File: src/sv/adc_settle_and_window_select_defines.svh
// Assertion macros shared by the settle-and-window selector RTL.
`ifndef ADC_SETTLE_AND_WINDOW_SELECT_DEFINES_SVH
`define ADC_SETTLE_AND_WINDOW_SELECT_DEFINES_SVH

`ifndef ASSERT_OFF
// Same-cycle implication, disabled during reset
`define ASWS_ASSERT_IMP(label, clk, rst, ante, cons) \
   label: assert property (@(posedge clk) disable iff (rst) (ante) |-> (cons)) \
      else $error("asws assertion failed");
// Next-cycle implication, disabled during reset
`define ASWS_ASSERT_NEXT(label, clk, rst, ante, cons) \
   label: assert property (@(posedge clk) disable iff (rst) (ante) |=> (cons)) \
      else $error("asws assertion failed");
`else
`define ASWS_ASSERT_IMP(label, clk, rst, ante, cons)
`define ASWS_ASSERT_NEXT(label, clk, rst, ante, cons)
`endif

`endif

File: src/sv/asws_pkg.sv
// Types, constants and register codes of the settle-and-window selector.
package asws_pkg;

   // Field widths
   localparam int RAW_W      = 16;
   localparam int VAL_W      = 12;
   localparam int TOL_W      = 12;
   localparam int READS_W    = 3;
   localparam int NRANGE_W   = 3;
   localparam int RANGE_W    = 24;
   localparam int RUN_W      = 2;
   localparam int CSR_DATA_W = 32;
   localparam int CSR_ADDR_W = 5;

   // Elaboration defaults
   localparam int MAX_RANGES_DEF  = 4;
   localparam int QUEUE_DEPTH_DEF = 2;
   localparam int NUM_RANGE_REGS  = 4;

   // Behavior constants
   localparam logic signed [VAL_W-1:0] EDGE_LIMIT    = 12'sd2047;
   localparam logic [RUN_W-1:0]        STABLE_NEEDED = 2'd3;
   localparam logic [READS_W-1:0]      READ_CAP      = 3'd6;
   localparam logic [TOL_W-1:0]        TOL_RESET     = 12'd10;

   // Input action codes
   typedef enum logic {
      ACT_BEGIN  = 1'b0,
      ACT_FOLLOW = 1'b1
   } action_type;

   // Register indexes (byte address is 4 times the index)
   typedef enum logic [2:0] {
      REG_TOLERANCE  = 3'd0,
      REG_MAX_READS  = 3'd1,
      REG_NUM_RANGES = 3'd2,
      REG_RANGE_A    = 3'd3,
      REG_RANGE_B    = 3'd4,
      REG_RANGE_C    = 3'd5,
      REG_RANGE_D    = 3'd6
   } reg_idx_type;

   // Back-end sequencer states
   typedef enum logic [1:0] {
      BK_IDLE = 2'd0,
      BK_WALK = 2'd1,
      BK_DONE = 2'd2
   } back_state_type;

   // Settings seen by the front end
   typedef struct packed {
      logic [TOL_W-1:0]   tolerance;
      logic [READS_W-1:0] max_reads;
   } front_cfg_type;

   // Queue status
   typedef struct packed {
      logic full;
      logic empty;
   } q_stat_type;

endpackage

File: src/sv/asws_req_if.sv
// Input channel: raw converter words with a begin/follow-on action.
interface asws_req_if;
   logic        valid;
   logic        ready;
   logic        action;
   logic [15:0] raw_sample;

   modport source (output valid, output action, output raw_sample, input ready);
   modport sink (input valid, input action, input raw_sample, output ready);
endinterface

File: src/sv/asws_rsp_if.sv
// Result channel: final reading, window threshold words and in-range flag.
interface asws_rsp_if;
   logic               valid;
   logic               ready;
   logic signed [11:0] value;
   logic [15:0]        low_word;
   logic [15:0]        high_word;
   logic               in_range;

   modport source (output valid, output value, output low_word, output high_word,
                   output in_range, input ready);
   modport sink (input valid, input value, input low_word, input high_word,
                 input in_range, output ready);
endinterface

File: src/sv/asws_queue.sv
// Short flop-based queue carrying finished readings from front to back.
module asws_queue
   import asws_pkg::*;
#(
   parameter int DEPTH = QUEUE_DEPTH_DEF,
   parameter int WIDTH = VAL_W
) (
   input  logic             clock,
   input  logic             reset,
   input  logic             push,
   input  logic [WIDTH-1:0] push_data,
   input  logic             pop,
   output logic [WIDTH-1:0] pop_data,
   output q_stat_type       stat
);

   localparam int PTR_W = (DEPTH > 1) ? $clog2(DEPTH) : 1;
   localparam int CNT_W = $clog2(DEPTH + 1);
   localparam logic [PTR_W-1:0] LAST_PTR = PTR_W'(DEPTH - 1);
   localparam logic [CNT_W-1:0] FULL_CNT = CNT_W'(DEPTH);

   logic [WIDTH-1:0] entry_ff [DEPTH];
   logic [PTR_W-1:0] wr_ptr_ff, wr_ptr_in;
   logic [PTR_W-1:0] rd_ptr_ff, rd_ptr_in;
   logic [CNT_W-1:0] count_ff, count_in;
   logic             do_push, do_pop;

   // Gate the strobes with the fill state
   assign do_push    = push && (count_ff != FULL_CNT);
   assign do_pop     = pop && (count_ff != '0);
   assign stat.full  = (count_ff == FULL_CNT);
   assign stat.empty = (count_ff == '0);
   assign pop_data   = entry_ff[rd_ptr_ff];

   // Advance pointers and count
   always_comb begin
      wr_ptr_in = wr_ptr_ff;
      rd_ptr_in = rd_ptr_ff;
      count_in  = count_ff;
      if (do_push) begin
         wr_ptr_in = (wr_ptr_ff == LAST_PTR) ? '0 : wr_ptr_ff + 1'b1;
      end
      if (do_pop) begin
         rd_ptr_in = (rd_ptr_ff == LAST_PTR) ? '0 : rd_ptr_ff + 1'b1;
      end
      if (do_push && !do_pop) begin
         count_in = count_ff + 1'b1;
      end else if (do_pop && !do_push) begin
         count_in = count_ff - 1'b1;
      end
   end

   always_ff @(posedge clock) begin
      if (reset) begin
         wr_ptr_ff <= '0;
         rd_ptr_ff <= '0;
         count_ff  <= '0;
      end else begin
         wr_ptr_ff <= wr_ptr_in;
         rd_ptr_ff <= rd_ptr_in;
         count_ff  <= count_in;
      end
   end

   // Store payload
   always_ff @(posedge clock) begin
      if (do_push) begin
         entry_ff[wr_ptr_ff] <= push_data;
      end
   end

endmodule

File: src/sv/asws_front.sv
// Front end: scales each word, tracks settling and queues final readings.
module asws_front
   import asws_pkg::*;
(
   input  logic              clock,
   input  logic              reset,
   asws_req_if.sink          req_ch,
   input  front_cfg_type     cfg,
   input  q_stat_type        q_stat,
   output logic              push,
   output logic [VAL_W-1:0]  push_data
);

   logic                      busy_ff, busy_in;
   logic signed [VAL_W-1:0]   prev_ff, prev_in;
   logic [RUN_W-1:0]          run_ff, run_in;
   logic [READS_W-1:0]        left_ff, left_in;

   logic                      accept;
   logic [RAW_W-1:0]          bias;
   logic [RAW_W-1:0]          biased;
   logic signed [VAL_W-1:0]   cur;
   logic signed [VAL_W:0]     diff;
   logic [VAL_W:0]            mag;
   logic                      stable;
   logic [RUN_W-1:0]          run_next;
   logic [READS_W-1:0]        left_dec;
   logic [READS_W-1:0]        budget;

   assign req_ch.ready = !q_stat.full;
   assign accept       = req_ch.valid && req_ch.ready;

   // Divide by 16 toward zero: add 15 to negative words, then drop four bits
   assign bias   = {{(RAW_W-4){1'b0}}, {4{req_ch.raw_sample[RAW_W-1]}}};
   assign biased = req_ch.raw_sample + bias;
   assign cur    = $signed(biased[RAW_W-1:4]);

   // Tolerance window around the previous reading
   assign diff   = {cur[VAL_W-1], cur} - {prev_ff[VAL_W-1], prev_ff};
   assign mag    = diff[VAL_W] ? (VAL_W+1)'(0) - diff : diff;
   assign stable = (mag <= {1'b0, cfg.tolerance});

   // Clamp the read budget to one through six
   always_comb begin
      if (cfg.max_reads == '0) begin
         budget = READS_W'(1);
      end else if (cfg.max_reads > READ_CAP) begin
         budget = READ_CAP;
      end else begin
         budget = cfg.max_reads;
      end
   end

   assign run_next  = stable ? run_ff + 1'b1 : '0;
   assign left_dec  = (left_ff != '0) ? left_ff - 1'b1 : '0;
   assign push_data = cur;

   // Measurement bookkeeping
   always_comb begin
      busy_in = busy_ff;
      prev_in = prev_ff;
      run_in  = run_ff;
      left_in = left_ff;
      push    = 1'b0;
      if (accept) begin
         if (req_ch.action == ACT_BEGIN) begin
            busy_in = 1'b1;
            prev_in = cur;
            run_in  = '0;
            left_in = budget;
         end else if (busy_ff) begin
            if (run_next == STABLE_NEEDED) begin
               push    = 1'b1;
               busy_in = 1'b0;
               run_in  = '0;
               left_in = '0;
            end else begin
               prev_in = cur;
               if (left_dec == '0) begin
                  push    = 1'b1;
                  busy_in = 1'b0;
                  run_in  = '0;
                  left_in = '0;
               end else begin
                  run_in  = run_next;
                  left_in = left_dec;
               end
            end
         end
      end
   end

   always_ff @(posedge clock) begin
      if (reset) begin
         busy_ff <= 1'b0;
         prev_ff <= '0;
         run_ff  <= '0;
         left_ff <= '0;
      end else begin
         busy_ff <= busy_in;
         prev_ff <= prev_in;
         run_ff  <= run_in;
         left_ff <= left_in;
      end
   end

endmodule

File: src/sv/asws_back.sv
// Back end: walks the range entries with one comparator and holds the result.
module asws_back
   import asws_pkg::*;
#(
   parameter int MAX_RANGES = MAX_RANGES_DEF
) (
   input  logic                clock,
   input  logic                reset,
   input  q_stat_type          q_stat,
   input  logic [VAL_W-1:0]    pop_data,
   output logic                pop,
   input  logic [NRANGE_W-1:0] num_ranges,
   input  logic [RANGE_W-1:0]  range_cfg [MAX_RANGES],
   asws_rsp_if.source          rsp_ch
);

   localparam int CNT_W  = $clog2(MAX_RANGES + 1);
   localparam int RIDX_W = (MAX_RANGES > 1) ? $clog2(MAX_RANGES) : 1;

   back_state_type          state_ff, state_in;
   logic signed [VAL_W-1:0] v_ff, v_in;
   logic signed [VAL_W-1:0] lo_ff, lo_in;
   logic signed [VAL_W-1:0] hi_ff, hi_in;
   logic                    hit_ff, hit_in;
   logic [CNT_W-1:0]        cnt_ff, cnt_in;

   logic [CNT_W-1:0]        limit;
   logic [RANGE_W-1:0]      entry;
   logic signed [VAL_W-1:0] rl, ru;
   logic                    hit_now;
   logic                    walk_end;

   // Entries walked: num_ranges capped at the parameter
   assign limit = (num_ranges > NRANGE_W'(MAX_RANGES)) ? CNT_W'(MAX_RANGES)
                                                       : CNT_W'(num_ranges);

   // One entry per cycle through a single compare pair
   assign entry    = range_cfg[cnt_ff[RIDX_W-1:0]];
   assign rl       = $signed(entry[VAL_W-1:0]);
   assign ru       = $signed(entry[RANGE_W-1:VAL_W]);
   assign hit_now  = (rl <= v_ff) && (ru >= v_ff);
   assign walk_end = (cnt_ff == limit);

   // Next state
   always_comb begin
      state_in = state_ff;
      unique case (state_ff)
         BK_IDLE: begin
            if (!q_stat.empty) state_in = BK_WALK;
         end
         BK_WALK: begin
            if (walk_end || hit_now) state_in = BK_DONE;
         end
         BK_DONE: begin
            if (rsp_ch.ready) state_in = BK_IDLE;
         end
         default: state_in = BK_IDLE;
      endcase
   end

   // Outputs
   always_comb begin
      pop              = (state_ff == BK_IDLE) && !q_stat.empty;
      rsp_ch.valid     = (state_ff == BK_DONE);
      rsp_ch.value     = v_ff;
      rsp_ch.low_word  = {lo_ff, 4'b0000};
      rsp_ch.high_word = {hi_ff, 4'b0000};
      rsp_ch.in_range  = hit_ff;
   end

   // Load a reading, then narrow the window entry by entry
   always_comb begin
      v_in   = v_ff;
      lo_in  = lo_ff;
      hi_in  = hi_ff;
      hit_in = hit_ff;
      cnt_in = cnt_ff;
      unique case (state_ff)
         BK_IDLE: begin
            if (!q_stat.empty) begin
               v_in   = $signed(pop_data);
               lo_in  = -EDGE_LIMIT;
               hi_in  = EDGE_LIMIT;
               hit_in = 1'b0;
               cnt_in = '0;
            end
         end
         BK_WALK: begin
            if (!walk_end) begin
               if (hit_now) begin
                  lo_in  = rl;
                  hi_in  = ru;
                  hit_in = 1'b1;
               end else begin
                  if ((ru < v_ff) && (lo_ff < ru)) lo_in = ru;
                  if ((rl > v_ff) && (hi_ff > rl)) hi_in = rl;
                  cnt_in = cnt_ff + 1'b1;
               end
            end
         end
         BK_DONE: begin
         end
         default: begin
         end
      endcase
   end

   always_ff @(posedge clock) begin
      if (reset) begin
         state_ff <= BK_IDLE;
         hit_ff   <= 1'b0;
         cnt_ff   <= '0;
      end else begin
         state_ff <= state_in;
         hit_ff   <= hit_in;
         cnt_ff   <= cnt_in;
      end
   end

   // Payload registers
   always_ff @(posedge clock) begin
      v_ff  <= v_in;
      lo_ff <= lo_in;
      hi_ff <= hi_in;
   end

endmodule

File: src/sv/adc_settle_and_window_select.sv
// Top level of the settle-and-window selector: registers, front, queue, back.
//
//   channel   direction   handshake            payload
//   req_ch    in          valid/ready          action, raw_sample
//   rsp_ch    out         valid/ready          value, low_word, high_word, in_range
//   csr_*     in          APB write, pready=1  seven registers at 4*index
//
// The front end takes one transaction per cycle while the queue has room.
// The back end pops a reading, walks the entries (limit = walked entries, at most
// MAX_RANGES) plus a final check, then shows the result until rsp_ch takes it;
// an entry that holds the reading ends the walk early.
// A finished result waiting on rsp_ch stalls only the back end; the queue of
// QUEUE_DEPTH readings keeps the front end accepting until it fills.
// Reset is synchronous; it clears control state and settings, not queue or payload data.
`include "adc_settle_and_window_select_defines.svh"

module adc_settle_and_window_select
   import asws_pkg::*;
#(
   parameter int MAX_RANGES  = MAX_RANGES_DEF,
   parameter int QUEUE_DEPTH = QUEUE_DEPTH_DEF
) (
   input  logic                  clock,
   input  logic                  reset,
   asws_req_if.sink              req_ch,
   asws_rsp_if.source            rsp_ch,
   input  logic                  csr_psel,
   input  logic                  csr_penable,
   input  logic                  csr_pwrite,
   input  logic [CSR_ADDR_W-1:0] csr_paddr,
   input  logic [CSR_DATA_W-1:0] csr_pwdata,
   output logic [CSR_DATA_W-1:0] csr_prdata,
   output logic                  csr_pready
);

   logic [TOL_W-1:0]    tol_ff;
   logic [READS_W-1:0]  max_reads_ff;
   logic [NRANGE_W-1:0] num_ranges_ff;
   logic [RANGE_W-1:0]  range_a_ff, range_b_ff, range_c_ff, range_d_ff;

   logic [RANGE_W-1:0]  range_all  [NUM_RANGE_REGS];
   logic [RANGE_W-1:0]  range_walk [MAX_RANGES];

   reg_idx_type         reg_idx;
   logic                csr_wr;
   front_cfg_type       front_cfg;
   q_stat_type          q_stat;
   logic                push, pop;
   logic [VAL_W-1:0]    push_data, pop_data;

   logic signed [RAW_W-1:0] value_word;
   logic                    window_holds;

   // Register port decode
   assign csr_pready = 1'b1;
   assign reg_idx    = reg_idx_type'(csr_paddr[CSR_ADDR_W-1:2]);
   assign csr_wr     = csr_psel && csr_penable && csr_pwrite && csr_pready;

   always_ff @(posedge clock) begin
      if (reset) begin
         tol_ff        <= TOL_RESET;
         max_reads_ff  <= '0;
         num_ranges_ff <= '0;
         range_a_ff    <= '0;
         range_b_ff    <= '0;
         range_c_ff    <= '0;
         range_d_ff    <= '0;
      end else if (csr_wr) begin
         unique case (reg_idx)
            REG_TOLERANCE:  tol_ff        <= csr_pwdata[TOL_W-1:0];
            REG_MAX_READS:  max_reads_ff  <= csr_pwdata[READS_W-1:0];
            REG_NUM_RANGES: num_ranges_ff <= csr_pwdata[NRANGE_W-1:0];
            REG_RANGE_A:    range_a_ff    <= csr_pwdata[RANGE_W-1:0];
            REG_RANGE_B:    range_b_ff    <= csr_pwdata[RANGE_W-1:0];
            REG_RANGE_C:    range_c_ff    <= csr_pwdata[RANGE_W-1:0];
            REG_RANGE_D:    range_d_ff    <= csr_pwdata[RANGE_W-1:0];
            default: begin
            end
         endcase
      end
   end

   // Read back
   always_comb begin
      unique case (reg_idx)
         REG_TOLERANCE:  csr_prdata = CSR_DATA_W'(tol_ff);
         REG_MAX_READS:  csr_prdata = CSR_DATA_W'(max_reads_ff);
         REG_NUM_RANGES: csr_prdata = CSR_DATA_W'(num_ranges_ff);
         REG_RANGE_A:    csr_prdata = CSR_DATA_W'(range_a_ff);
         REG_RANGE_B:    csr_prdata = CSR_DATA_W'(range_b_ff);
         REG_RANGE_C:    csr_prdata = CSR_DATA_W'(range_c_ff);
         REG_RANGE_D:    csr_prdata = CSR_DATA_W'(range_d_ff);
         default:        csr_prdata = '0;
      endcase
   end

   // Hand the walked entries to the back end
   assign range_all[0] = range_a_ff;
   assign range_all[1] = range_b_ff;
   assign range_all[2] = range_c_ff;
   assign range_all[3] = range_d_ff;

   for (genvar gi = 0; gi < MAX_RANGES; gi++) begin : g_walk
      assign range_walk[gi] = range_all[gi];
   end

   assign front_cfg.tolerance = tol_ff;
   assign front_cfg.max_reads = max_reads_ff;

   asws_front u_front (
      .clock     (clock),
      .reset     (reset),
      .req_ch    (req_ch),
      .cfg       (front_cfg),
      .q_stat    (q_stat),
      .push      (push),
      .push_data (push_data)
   );

   asws_queue #(
      .DEPTH (QUEUE_DEPTH),
      .WIDTH (VAL_W)
   ) u_queue (
      .clock     (clock),
      .reset     (reset),
      .push      (push),
      .push_data (push_data),
      .pop       (pop),
      .pop_data  (pop_data),
      .stat      (q_stat)
   );

   asws_back #(
      .MAX_RANGES (MAX_RANGES)
   ) u_back (
      .clock      (clock),
      .reset      (reset),
      .q_stat     (q_stat),
      .pop_data   (pop_data),
      .pop        (pop),
      .num_ranges (num_ranges_ff),
      .range_cfg  (range_walk),
      .rsp_ch     (rsp_ch)
   );

   // Reading scaled back to a threshold word, and whether the window covers it
   assign value_word   = {rsp_ch.value, 4'b0000};
   assign window_holds = ($signed(rsp_ch.low_word) <= value_word) &&
                         ($signed(rsp_ch.high_word) >= value_word);

   // Checks
   `ASWS_ASSERT_IMP(a_no_push_full, clock, reset, push, !q_stat.full)
   `ASWS_ASSERT_IMP(a_no_pop_empty, clock, reset, pop, !q_stat.empty)
   `ASWS_ASSERT_NEXT(a_rsp_once, clock, reset, (rsp_ch.valid && rsp_ch.ready), !rsp_ch.valid)
   `ASWS_ASSERT_IMP(a_hit_inside, clock, reset, (rsp_ch.valid && rsp_ch.in_range), window_holds)

endmodule

File: src/flat_wrapper.sv
// flat-port wrapper written by rule: the top's interface ports become plain ports
module adc_settle_and_window_select_flat import asws_pkg::*;
#(
   parameter int MAX_RANGES  = MAX_RANGES_DEF,
   parameter int QUEUE_DEPTH = QUEUE_DEPTH_DEF
)
  (clock, reset, csr_psel, csr_penable, csr_pwrite, csr_paddr, csr_pwdata, csr_prdata, csr_pready, req_ch_valid, req_ch_action, req_ch_raw_sample, req_ch_ready, rsp_ch_valid, rsp_ch_value, rsp_ch_low_word, rsp_ch_high_word, rsp_ch_in_range, rsp_ch_ready);
  asws_req_if req_ch_i ();
  asws_rsp_if rsp_ch_i ();
  input  logic clock;
  input  logic reset;
  input  logic csr_psel;
  input  logic csr_penable;
  input  logic csr_pwrite;
  input  logic [CSR_ADDR_W-1:0] csr_paddr;
  input  logic [CSR_DATA_W-1:0] csr_pwdata;
  output logic [CSR_DATA_W-1:0] csr_prdata;
  output logic csr_pready;
  input wire logic [$bits(req_ch_i.valid)-1:0] req_ch_valid;
  input wire logic [$bits(req_ch_i.action)-1:0] req_ch_action;
  input wire logic [$bits(req_ch_i.raw_sample)-1:0] req_ch_raw_sample;
  output wire logic [$bits(req_ch_i.ready)-1:0] req_ch_ready;
  output wire logic [$bits(rsp_ch_i.valid)-1:0] rsp_ch_valid;
  output wire logic [$bits(rsp_ch_i.value)-1:0] rsp_ch_value;
  output wire logic [$bits(rsp_ch_i.low_word)-1:0] rsp_ch_low_word;
  output wire logic [$bits(rsp_ch_i.high_word)-1:0] rsp_ch_high_word;
  output wire logic [$bits(rsp_ch_i.in_range)-1:0] rsp_ch_in_range;
  input wire logic [$bits(rsp_ch_i.ready)-1:0] rsp_ch_ready;
  assign req_ch_i.valid = req_ch_valid;
  assign req_ch_i.action = req_ch_action;
  assign req_ch_i.raw_sample = req_ch_raw_sample;
  assign req_ch_ready = req_ch_i.ready;
  assign rsp_ch_valid = rsp_ch_i.valid;
  assign rsp_ch_value = rsp_ch_i.value;
  assign rsp_ch_low_word = rsp_ch_i.low_word;
  assign rsp_ch_high_word = rsp_ch_i.high_word;
  assign rsp_ch_in_range = rsp_ch_i.in_range;
  assign rsp_ch_i.ready = rsp_ch_ready;
  adc_settle_and_window_select #(.MAX_RANGES(MAX_RANGES), .QUEUE_DEPTH(QUEUE_DEPTH)) u_core (.clock(clock), .reset(reset), .req_ch(req_ch_i), .rsp_ch(rsp_ch_i), .csr_psel(csr_psel), .csr_penable(csr_penable), .csr_pwrite(csr_pwrite), .csr_paddr(csr_paddr), .csr_pwdata(csr_pwdata), .csr_prdata(csr_prdata), .csr_pready(csr_pready));
endmodule
File: config.mk
export PLATFORM = sky130hd
export DESIGN_NAME = adc_settle_and_window_select_flat
export DESIGN_NICKNAME = d
export VERILOG_FILES = /design/src/sv/asws_pkg.sv /design/src/sv/asws_req_if.sv /design/src/sv/asws_rsp_if.sv /design/src/sv/asws_queue.sv /design/src/sv/asws_front.sv /design/src/sv/asws_back.sv /design/src/sv/adc_settle_and_window_select.sv /design/src/flat_wrapper.sv
export VERILOG_INCLUDE_DIRS = /design/src /design/src/sv
export SDC_FILE = /design/constraint.sdc
export NUM_CORES = 1
export LEC_CHECK = 0
export BUFFER_PORTS_ARGS = -buffer_cell sky130_fd_sc_hd__buf_2
export CORE_MARGIN = 3
export CORE_UTILIZATION = 50
export DETAILED_ROUTE_END_ITERATION = 10
export GPL_ROUTABILITY_DRIVEN = 0
export PLACE_DENSITY = 0.78
export SETUP_SLACK_MARGIN = 0.15
export SYNTH_ARGS = -nofsm -noshare
export SYNTH_HDL_FRONTEND = slang
export SYNTH_SLANG_ARGS = --single-unit
File: constraint.sdc
create_clock -name clock -period 14.45 [get_ports clock]
set_input_delay 4.335 -clock clock [delete_from_list [all_inputs] [get_ports clock]]
set_output_delay 4.335 -clock clock [all_outputs]
set_load 0.005 [all_outputs]
[Word level (Yosys, flattened, before mapping)]
Memory sizes are Yosys's and may differ from the RTL's. A register that Yosys moved wholly into a read port is not among the register bits.
Cells that the tools add are included.
Word-level totals
  bits in registers: 166
  latch bits: 0
  memory bits (writable): 24
  ROM bits: 0
  input bits: 61
  memories: 1
Memories
  u_core.u_queue.entry_ff: depth 2, width 12, read ports 1, clocked after Yosys merged registers in 1, wr ports 1, RTL line asws_queue.sv:22  | logic [WIDTH-1:0] entry_ff [DEPTH];
Operators by class
  $add $sub $neg: 10
  multiply operators: 0
  div/mod/pow operators: 0
  $lt $le $gt $ge: 10
  equality and inequality tests: 22
  shift-type cells: 0
  mux-type cells: 58
  bitwise gates (word level): 2
  reductions and logical operators: 40
Operator list (count)
  one-hot mux 24 bit (7 select lines): 1
  two-way mux 12 bit: 11
  binary-select mux 24 bit (select 2 bit): 1
  two-way mux 24 bit: 2
  one-hot mux 12 bit (2 select lines): 2
  two-way mux 3 bit: 11
  > comparator 12 bit: 2
  < comparator 12 bit: 2
  two-way mux 2 bit: 10
  AND reduction 2 bit: 9
  adder 16 x 4 -> 16 bit: 1
  two-way mux 1 bit: 16
  AND reduction 4 bit: 4
  inequality test 2 bit, second input constant: 7
  <= comparator 13 x 12 -> 1 bit: 1
  two-way mux 13 bit: 1
  subtractor 1 x 13 -> 13 bit, first input constant: 1
  subtractor 12 x 12 -> 13 bit: 1
  greater-or-equal comparator 12 bit: 1
  <= comparator 12 bit: 1
  logical AND 1 bit: 11
  == test 3 bit, second input constant: 3
  zero test 3 bit: 3
  == test 2 bit, second input constant: 3
  24 further kinds: 37

[Depth between registers and ports, before layout]
Gate-level depths: netlist of the first run.
  depth after elaboration: 16
  mapped depth: 28
  gate-level depth less buffers: 26

[By module]
From an unflattened synthesis of the first run, not the netlist that was laid out.
Second synthesis, totals
  cells, all modules: 1278
  area total of the unflattened synthesis: 12726.0 µm²
Modules (own cells, without submodules)
  adc_settle_and_window_select: times used 1, cells an instance 568, area each 5500.3 µm², seq. area each 2282.2 µm²
  asws_back: times used 1, cells an instance 352, area each 3777.4 µm², seq. area each 1201.2 µm²
  asws_front: times used 1, cells an instance 296, area each 2369.8 µm², seq. area each 360.3 µm²
  asws_queue: times used 1, cells an instance 62, area each 1078.5 µm², seq. area each 820.8 µm²

[Least setup slack after synthesis of the first run]
OpenSTA, ideal clock, no wires.
  path type: input -> output
  from: input port csr_paddr[3]
  to: output port csr_prdata[14]
  arrival: 5.936 ns
  data required time: 10.115 ns
  slack: 4.179 ns
  stages on the path: 6
  path buffers: 3
  cells stage by stage: clkbuf_1 clkbuf_1 clkbuf_1 mux2i_1 o21ai_0 a22o_1
Between the ends
  cells in the longest elaborated chain, start to end: 2
  elaborated cells between the ends (all ways): 8
  classes of those cells: 6 x eq/ne; 1 x mux; 1 x reduce/logical
RTL lines
  start: declaration: RTL line flat_wrapper.sv:15  | input logic [CSR_ADDR_W-1:0] csr_paddr;
  == test 3 bit, or another cell as far along: RTL line adc_settle_and_window_select.sv:85  | unique case (reg_idx)
  one-hot mux 24 bit (7 select lines) *: RTL line adc_settle_and_window_select.sv:85
  end: declaration: RTL line flat_wrapper.sv:17  | output logic [CSR_DATA_W-1:0] csr_prdata;
Mark *: on every way between the ends. The rest lies on a longest branch, timed or not.

[Worst setup path after layout of the first run]
  from: input port csr_paddr[3]
  to: output port csr_prdata[22]
Same word-level chain as after synthesis.

==> flow_summary.yaml, run 1 <==
worst_setup_path:
  cp.required_ps: 10110
  cp-end-kind: "output port"
  worstPathCellList: "buf_2 -> and2_1 -> nor2b_1 -> buf_4 -> a22o_1 -> buf_2"
  r2r-end: "u_core.u_queue.count_ff[1]"
  criticalPathCategory: "primary input to output port"
  r2r.worst_path.cells: 20
  crit_slowest_cell: "nor2b_1"
  slowest_delay_ps: 680
  path_common_cell: "buf_2"
  cp-start-kind: "primary input"
  path_buf_inv: 3
  critPathMaxFanout: 27
  worstPathArrival_ps: 6860
  r2r-start: "u_core.u_front.prev_ff[0]"
  r2r_slack_ps: 8810
  cp_top_family: "simple AND/OR/NAND/NOR gates"
clock_tree:
  htree_levels: 1
  clk_latency_ps: 510
  clk_pin_slew_ps: 60
  cts_resized: 0
  cts.sinks: 202
  hold_buffers: 0
  clock_path_buffers: 3
  post_cts_buffers: 0
  cts_buffers: 23
  cts_tree: "yes"
  cts-root-buf: "clkbuf_16"
pwr:
  p_seq_frac: 0.384
  vdd_drop_max_uv: 93.26
  intPower_uw: 1211
  switching_share: 0.3355
  pwr_density_cell_nw_per_um2: 137.7
  combinationalPowerShare: 0.303
  p_leak_uw: 0.004985
  clock_power_share: 0.313
  p_sw_uw: 611.6
global_route:
  grt_usage: 0.2463
  grt_overflow: 0
  grt_pass1_wl_um: 51780
  grt_max_degree: 113
  antenna_found_initial: 0
  first_global_vias: 9791
synthesis:
  synth_edf_count: 60
  yosys-top-cells-area: "dfxtp_1 24%, edfxtp_1 15%, nand2_1 8.4%"
  ys_seq_elements: 202
  yosysSeqAreaShare: 0.3926
  yosys-top-cells-count: "266 x nand2_1, 155 x a21oi_1, 142 x dfxtp_1"
  async_reset_ff_frac: 0
  synth_area_sq_um: 11830
  synth_fa_ha_area_frac: 0.08314
  yosys.area_share.simple: 0.1679
  synth.area.mux_share: 0.09319
  synth.distinct_cells: 73
  synth_top_area_frac: 0.2403
  syn_inst: 1336
  yosysTopAreaCell: "dfxtp_1"
  yosys_warnings: 0
  synth_top_family_by_area: "compound AO/OA/AOI/OAI gates"
  synth_compound_area_frac: 0.1746
  ys.flop_type: "dfxtp_1"
  syn_area_per_cell_sq_um: 8.854
  synth_xor_area_frac: 0.02570
  synth.most_common_cell: "nand2_1"
floorplanning:
  fp.dieW_um: 159.8
  ioPinCount: 141
  num_rows: 55
  die_area_sq_um: 25540
  die_y_um: 159.8
  start_util: 0.5162
  core-area_sq_um: 22920
placed_design:
  port_buffers: 113
  place_ws_ps: 3381
  dp_hpwl_um: 22300
layout:
  syn2layout_area_growth_pct: 11.95
  drive_above_1_share: 0.1613
  nFillCells: 1984
  fin_util: 0.5779
  diodes: 0
  fin_nets: 1543
sta:
  slew-limit-headroom: 0.1311
  maxSlewViolCount: 0
  finalCriticalPeriod_ps: 11190
  timing.final.crit_share: 0.7747
  worst-slew-pin-transition_ps: 1301
  tns_ps: 0
  hold_viol_final: 0
  rsz0062_at_grt: "false"
  worst_slack_ps: 3255
  setup_viol: 0
  whs_ps: 470.9
  fin_skew_ps: 19.24
  max_freq_mhz: 89.33
run:
  timing.max_cap.violations: 0
routing:
  drt-total-wl_um: 32370
  viasPerCell: 5.823
  drt_iter0_drc: 1021
  vias: 10090
  routedWlPerCell_um: 18.68
  ant_nets: 0
  drt_pass1_iterations: 5
  drc: 0
hold_path:
  worstHoldStart: "u_core.range_a_ff[12]"
  min_path_cells: 2
  worst_hold_path_type: "flip-flop to flip-flop"
  min_to: "u_core.range_a_ff[12]"
run_status:
  status: "complete, no violations"
-- worst register-to-register path: stages (launching register included) --
cell	delay, ps
dfxtp_1	320
ha_1	220
fa_1	420
nand2b_1	200
a21o_1	200
a211oi_1	360
nand2b_1	200
a21oi_1	80
nor2_1	560
nor2_1	120
xor2_1	170
ha_1	300
a21o_1	180
a21oi_1	210
o211ai_1	130
o21ai_0	430
a21oi_1	250
nor3_2	380
ha_1	330
or3_1	380
a21oi_1	140
-- final cells by class --
type                    instances  area (sq um)  share of cell area
multi-input cells             978          6525              0.4927
flip-flops and latches        202          4646              0.3508
inverters                      74         277.8             0.02098
clock buffers                  29         638.1             0.04819
repair buffers                125         658.1             0.04970
well taps                     313         391.6             0.02957
clock inverters                12         106.4            0.008031
-- sequential cells by signal, indices dropped and copies added, names as in the netlist --
name                           cells
u_core.u_front.left_ff             3
u_core.u_queue.rd_ptr_ff           1
u_core.u_queue.count_ff            2
u_core.range_a_ff                 24
u_core.range_d_ff                 24
u_core.u_front.busy_ff             1
u_core.u_queue.wr_ptr_ff           1
u_core.u_back.cnt_ff               3
u_core.max_reads_ff                3
u_core.u_front.prev_ff            12
u_core.u_back.hi_ff               12
u_core.u_back.lo_ff               12
u_core.u_queue.entry_ff           24
u_core.u_front.run_ff              2
u_core.range_c_ff                 24
u_core.u_back.rsp_ch.in_range      1
u_core.num_ranges_ff               3
u_core.u_back.rsp_ch.value        12
u_core.range_b_ff                 24
u_core.tol_ff                     12
u_core.u_back.state_ff             2
-- stage by stage --
stage          cells  total power [uW]  cell area (sq um)
2_1_floorplan   1351              1093              11890
5_1_grt         1733              1928              13240
4_1_cts         1733              1830              13240
3_3_place_gp    1692              1238              12500
3_5_place_dp    1692              1259              12500
6_report        1733              1823              13240
-- cells by family after synthesis --
family          after synthesis
compound gates              326
xor+xnor                     33
fa+ha+maj                    78
buf+inv                     171
flops                       202
mux                          75
other cells                   2
simple gates                449
-- routing by layer --
metal  up-vias  wire length (um)  global-route usage
met2       455             14910              0.4042
li1       4841                 -                   -
met3        64              3012             0.04540
met4         0               808             0.06824
met1      4732             13640              0.3359
met5         -                 0                   0
-- placed cells by master, fill, tap and decap left out, types with 7 or more instances in the layout --
cell | synthesis | layout
a211oi_1 | 8 | 8
a21o_1 | 19 | 19
a21oi_1 | 155 | 155
a221oi_1 | 10 | 10
a22o_1 | 13 | 13
a22oi_1 | 11 | 11
buf_2 | 6 | 112
buf_4 | 19 | 13
clkbuf_16 | 0 | 23
conb_1 | 2 | 17
dfxtp_1 | 142 | 141
edfxtp_1 | 60 | 60
ha_1 | 77 | 77
inv_1 | 74 | 74
mux2_2 | 17 | 17
mux2i_1 | 31 | 31
mux4_2 | 26 | 26
nand2_1 | 266 | 266
nand2b_1 | 7 | 7
nand3_1 | 14 | 14
nand4_1 | 12 | 12
nor2_1 | 61 | 61
nor2b_1 | 17 | 16
nor3_1 | 32 | 31
o211ai_1 | 24 | 24
o21a_1 | 10 | 10
o21ai_0 | 36 | 36
xnor2_1 | 17 | 17
xor2_1 | 14 | 14
-- power groups by stage --
stage,registers (uW),logic (uW),clock network (uW)
after floorplan,706,387,0
after global placement,710,528,0
after detailed placement,713,546,0
after CTS,701,550,579
after global routing,709,619,600
final,700,553,570
-- worst max-delay path by stage --
stage / startpoint / endpoint / cells after the start
floorplan: csr_paddr[3] / csr_prdata[14] / 6
global placement: csr_paddr[3] / csr_prdata[22] / 6
detailed placement: csr_paddr[3] / csr_prdata[22] / 6
CTS: csr_paddr[3] / csr_prdata[22] / 6
global route: csr_paddr[3] / csr_prdata[22] / 6
finish: csr_paddr[3] / csr_prdata[22] / 6
Note: power is estimated with default switching activity, not from simulation.
==> run 2, diff against run 1 <==
- clock period: 14.45 -> 10.6 ns (I/O delays scaled with it)
==> run 2 against run 1 <==
  * Global-route usage shrank 0.20 points
  * Combinational power up 37%
  * Register-to-register slack got worse by 3900 ps
  * Clock skew is 2.2 ps lower
  * Sequential cell count is the same
  * Hold slack got worse by 4.6 ps
  * Non-clock buffer count increased by 4
  * Final area increased by 0.35%
  * Via count is 2.8% higher
  * Sequential power rose by 37%
  * Largest cell class unchanged
==> flow_summary.yaml, run 2 (same netlist as run 1, synthesis figures left out) <==
placed_design:
  port_buffers: 113
  dp_hpwl_um: 22720
  place_ws_ps: 899.2
  place_area_sq_um: 12530
  dp.cells: 1696
floorplanning:
  ioPinCount: 141
  die_y_um: 159.8
  start_util: 0.5162
  core-area_sq_um: 22920
  num_rows: 55
  die_area_sq_um: 25540
  fp.dieW_um: 159.8
worst_setup_path:
  crit_slowest_cell: "and2_1"
  cp_top_family: "simple AND/OR/NAND/NOR gates"
  worstPathCellList: "buf_2 -> ha_1 -> nand3_1 -> o2bb2ai_1 -> nor3b_1 -> and4_1 -> nand2_1 -> xnor2_1 -> ha_1 -> nand2_1 -> a211oi_1 -> nand2b_1 -> a21oi_1 -> nor2_1 -> nor2_1 -> xor2_1 -> ha_1 -> a21o_1 -> a21oi_1 -> o211ai_1 -> o21ai_0 -> a21oi_1 -> nor3_2 -> and2_1"
  path_buf_inv: 1
  criticalPathCategory: "primary input to flip-flop"
  slowest_delay_ps: 540
  worstPathArrival_ps: 9460
  r2r_slack_ps: 4960
  cp-start-kind: "primary input"
  critPathMaxFanout: 12
  cp-end-kind: "flip-flop"
  cp.required_ps: 10750
layout:
  multi_input_comb_area_sq_um: 6525
  final_cells: 1738
  nFillCells: 1985
  design_area_sq_um: 13290
  seqCellArea_sq_um: 4646
  syn2layout_area_growth_pct: 12.34
  final_common_cell: "nand2_1"
  fin_nets: 1547
  drive_above_1_share: 0.1635
  diodes: 0
  final_cell_mix: "266 x nand2_1, 155 x a21oi_1, 141 x dfxtp_1, 112 x buf_2, 77 x ha_1"
sta:
  maxSlewViolCount: 0
  worst-slew-pin-transition_ps: 1266
  setup_viol: 0
  rsz0062_at_grt: "false"
  fin_skew_ps: 17.05
  finalCriticalPeriod_ps: 9317
  timing.final.crit_share: 0.8789
  slew-limit-headroom: 0.1562
  max_freq_mhz: 107.3
  tns_ps: 0
  hold_viol_final: 0
  worst_slack_ps: 1283
routing:
  ant_nets: 0
  drt_iter0_drc: 1099
  dr_wl_met3_um: 2887
  drc: 0
  drt-total-wl_um: 32730
  vias: 10370
  routedLengthMet1_um: 13860
  top_layer: "met5"
  routedWlPerCell_um: 18.83
  drt_pass1_iterations: 5
  met2_length_um: 15110
  viasPerCell: 5.969
global_route:
  grt_usage: 0.2443
  grt_pass1_wl_um: 51520
  grt_max_degree: 119
  grt_overflow: 0
  first_global_vias: 9729
  antenna_found_initial: 1
clock_tree:
  hold_buffers: 0
  cts-root-buf: "clkbuf_16"
  cts_tree: "yes"
  clk_latency_ps: 510
  cts_buffers: 23
  cts_resized: 0
  clock_path_buffers: 3
  post_cts_buffers: 0
  clk_pin_slew_ps: 60
  cts.sinks: 202
  htree_levels: 1
pwr:
  intPower_uw: 1670
  p_leak_uw: 0.005002
  clock_power_share: 0.317
  combinationalPowerShare: 0.302
  pwr_density_cell_nw_per_um2: 188.9
  switching_share: 0.3349
  vdd_drop_max_uv: 123.3
  p_seq_frac: 0.381
  p_sw_uw: 840.8
  power_uw: 2511
run_status:
  status: "complete, no violations"
hold_path:
  worst_hold_path_type: "flip-flop to flip-flop"
run:
  timing.max_cap.violations: 0
run 2: worst paths after layout:
| path | from | endpoint | cells after the start |
|---|---|---|---|
| min | u_core.range_b_ff[13] | u_core.range_b_ff[13] | 2 |
| max reg2reg | u_core.u_front.prev_ff[0] | u_core.u_queue.entry_ff[1][7] | 18 |
| max | req_ch_raw_sample[15] | u_core.u_queue.entry_ff[1][7] | 24 |
| min reg2reg | u_core.range_b_ff[13] | u_core.range_b_ff[13] | 2 |
run 2: layout make-up:
cell class                      count  area share
Tap cell                          313     0.02947
Clock inverter                     14     0.01026
Sequential cell                   202      0.3496
Clock buffer                       28     0.04698
Multi-Input combinational cell    978      0.4910
Timing Repair Buffer              129     0.05178
Inverter                           74     0.02090
run 2: metrics by stage:
step,hold slack [ps],util
2_1_floorplan,442.7,-
3_3_place_gp,447.7,0.5467
3_5_place_dp,458.7,0.5467
4_1_cts,466.6,0.5799
5_1_grt,483.8,0.5799
6_report,466.3,0.5799
run 2: worst register-to-register path: cells and delay by family, from the launching register on:
| family | cells | cell delay (ps) |
|---|---|---|
| fa+ha+maj | 3 | 930 |
| flops | 1 | 310 |
| xor+xnor | 1 | 180 |
| compound gates | 8 | 1870 |
| simple gates | 6 | 1980 |
run 2: routing by layer:
layer	track usage	vias up
met4	0.06588	2
met1	0.3397	4935
li1	-	4853
met5	0	-
met2	0.3953	515
met3	0.04332	69
run 2: power by group through the flow:
| stage | Combinational [uW] | Clock [uW] | Sequential (uW) |
|---|---|---|---|
| 2_1_floorplan | 528 | 0 | 962 |
| 3_3_place_gp | 719 | 0 | 971 |
| 3_5_place_dp | 747 | 0 | 974 |
| 4_1_cts | 753 | 800 | 959 |
| 5_1_grt | 838 | 829 | 968 |
| 6_report | 758 | 796 | 956 |
==> run 3, diff against run 2 <==
- SYNTH_HIERARCHICAL: unset -> 1
==> run 3 against run 2 <==
  * Die area up 7.3%
  * First-iteration DRC count down 19%
  * Wire length up 1.3%
  * Critical endpoint is now u_core/u_queue/entry_ff[0][3]
  * Largest cell class unchanged
==> flow_summary.yaml, run 3 <==
run_status:
  status: "complete, no violations"
synthesis:
  synth_fa_ha_area_frac: 0.07728
  yosys-top-cells-area: "dfxtp_1 22%, edfxtp_1 14%, mux2i_1 9.3%"
  ys.flop_type: "dfxtp_1"
  synth_xor_area_frac: 0.02487
  synth.distinct_cells: 86
  synth.area.mux_share: 0.1545
  synth_top_area_frac: 0.2250
  yosys_warnings: 6
  ys_seq_elements: 203
  synth.most_common_cell: "dfxtp_1"
  yosysSeqAreaShare: 0.3665
  yosys.area_share.simple: 0.1579
  yosysTopAreaCell: "dfxtp_1"
  yosys-top-cells-count: "143 x dfxtp_1, 119 x nand2b_1, 118 x mux2i_1"
  syn_area_per_cell_sq_um: 9.958
  synth_top_family_by_area: "simple AND/OR/NAND/NOR gates"
  synth_compound_area_frac: 0.1520
  synth_area_sq_um: 12730
  syn_inst: 1278
  async_reset_ff_frac: 0
  synth_edf_count: 60
pwr:
  power_uw: 1991
  switching_share: 0.2634
  clock_power_share: 0.419
  p_leak_uw: 0.005699
  vdd_drop_max_uv: 117.0
  combinationalPowerShare: 0.166
  pwr_density_cell_nw_per_um2: 140.5
  p_seq_frac: 0.415
  intPower_uw: 1466
  p_sw_uw: 524.4
routing:
  viasPerCell: 5.975
  vias: 10140
  drt_pass1_iterations: 5
  routedWlPerCell_um: 19.54
  ant_nets: 0
  drt_iter0_drc: 891
  drc: 0
  drt-total-wl_um: 33160
sta:
  tns_ps: 0
  worst-slew-pin-transition_ps: 1169
  slew-limit-headroom: 0.2207
  setup_viol: 0
  hold_viol_final: 0
  whs_ps: 478.2
  max_freq_mhz: 110.7
  maxSlewViolCount: 0
  fin_skew_ps: 19.85
  timing.final.crit_share: 0.8521
  finalCriticalPeriod_ps: 9032
  rsz0062_at_grt: "false"
worst_setup_path:
  cp.required_ps: 10740
  cp-start-kind: "primary input"
  r2r-start: "u_core/u_front/prev_ff[0]"
  crit_slowest_cell: "nor2_1"
  criticalPathCategory: "primary input to flip-flop"
  worstPathArrival_ps: 9170
  slowest_delay_ps: 580
  crit_path_start: "req_ch_raw_sample[15]"
  cp-end-kind: "flip-flop"
  critPathMaxFanout: 12
  r2r_slack_ps: 5280
layout:
  diodes: 0
  final_cell_mix: "142 x dfxtp_1, 119 x nand2b_1, 117 x mux2i_1, 112 x buf_2, 84 x inv_1"
  drive_above_1_share: 0.1843
  final_common_cell: "dfxtp_1"
  design_area_sq_um: 14170
  fin_nets: 1495
  syn2layout_area_growth_pct: 11.34
  fin_util: 0.5742
placed_design:
  port_buffers: 113
  dp_hpwl_um: 23250
  place_area_sq_um: 13370
floorplanning:
  ioPinCount: 141
  start_util: 0.5157
  num_rows: 57
  die_y_um: 165.5
  core-area_sq_um: 24680
  fp.dieW_um: 165.5
  die_area_sq_um: 27400
clock_tree:
  clk_pin_slew_ps: 50
  cts_resized: 0
  hold_buffers: 0
  cts-root-buf: "clkbuf_16"
  clock_path_buffers: 3
  cts.sinks: 203
  cts_tree: "yes"
  post_cts_buffers: 0
  cts_buffers: 23
  htree_levels: 1
  clk_latency_ps: 510
global_route:
  grt_max_degree: 146
  use_met1: 0.3106
  grt_usage: 0.2365
  first_global_vias: 10120
  grt.met3_usage: 0.02744
  met2_usage: 0.4059
  grt_overflow: 0
  antenna_found_initial: 0
  top_usage_layer: "met2"
  grt_pass1_wl_um: 52120
hold_path:
  worst_hold_path_type: "flip-flop to flip-flop"
  worstHoldStart: "u_core/u_front/prev_ff[0]"
run:
  timing.max_cap.violations: 0
[run 3: changes by cell type after synthesis, moves of 23 or more]
| cell | delta |
|---|---|
| nand2_1 | -224 |
| nand2b_1 | +112 |
| mux2i_1 | +87 |
| a21oi_1 | -79 |
| nand3_1 | +51 |
| clkbuf_1 | -34 |
| o21ai_1 | +24 |
| nor3_1 | -23 |
[run 3: critical path, delay by kind of cell]
| family | cells | cell delay, ps |
|---|---|---|
| AO/OA/AOI/OAI | 11 | 2040 |
| XOR/XNOR | 2 | 570 |
| adder cells (fa/ha/maj) | 3 | 900 |
| buffers and inverters | 4 | 780 |
| AND/OR/NAND/NOR | 7 | 1710 |
[run 3: area by class of cell]
cell class | instances | area [sq um]
clock buffer | 32 | 669.4
sequential | 203 | 4666
clock inverter | 10 | 133.9
timing repair buffer | 129 | 688.2
multi-input combinational | 915 | 7291
inverter | 84 | 315.3
fill | 2099 | 10510
tap | 324 | 405.4
[run 3: cells by family after synthesis]
| group | Yosys count |
|---|---|
| adders and majority gates | 78 |
| and+or+nand+nor | 357 |
| AOI/OAI and AO/OA | 269 |
| muxes | 160 |
| other | 3 |
| xor gates and xnor gates | 34 |
| buffers and inverters | 174 |
| DFF | 203 |
[run 3: worst paths after layout]
| path | end | cells after the start |
|---|---|---|
| setup / recovery | u_core/u_queue/entry_ff[0][3] | 27 |
| hold / removal | u_core/u_front/prev_ff[0] | 2 |
| setup reg to reg | u_core/u_queue/entry_ff[0][3] | 21 |
| hold reg to reg | u_core/u_front/prev_ff[0] | 2 |
[run 3: routing by layer]
layer  part of all wire  vias to the layer above
met5                  0                        -
li1                   -                     4790
met4              0.026                        0
met1               0.43                     4937
met3              0.062                       56
met2               0.48                      356
[run 3: power by group through the flow]
| stage | Clock [uW] | Combinational (uW) | Sequential (uW) |
|---|---|---|---|
| 6_report | 833 | 331 | 827 |
| 5_1_grt | 874 | 366 | 828 |
| 4_1_cts | 845 | 328 | 827 |
| 3_5_place_dp | 0 | 326 | 844 |
| 3_3_place_gp | 0 | 314 | 843 |
| 2_1_floorplan | 0 | 247 | 841 |
[run 3: per-stage QoR]
step | worst slack, ps | cells
4_1_cts | 1621 | 1697
2_1_floorplan | 1821 | 1292
6_report | 1568 | 1697
3_5_place_dp | 1131 | 1655
3_3_place_gp | 1313 | 1655
5_1_grt | 1057 | 1697
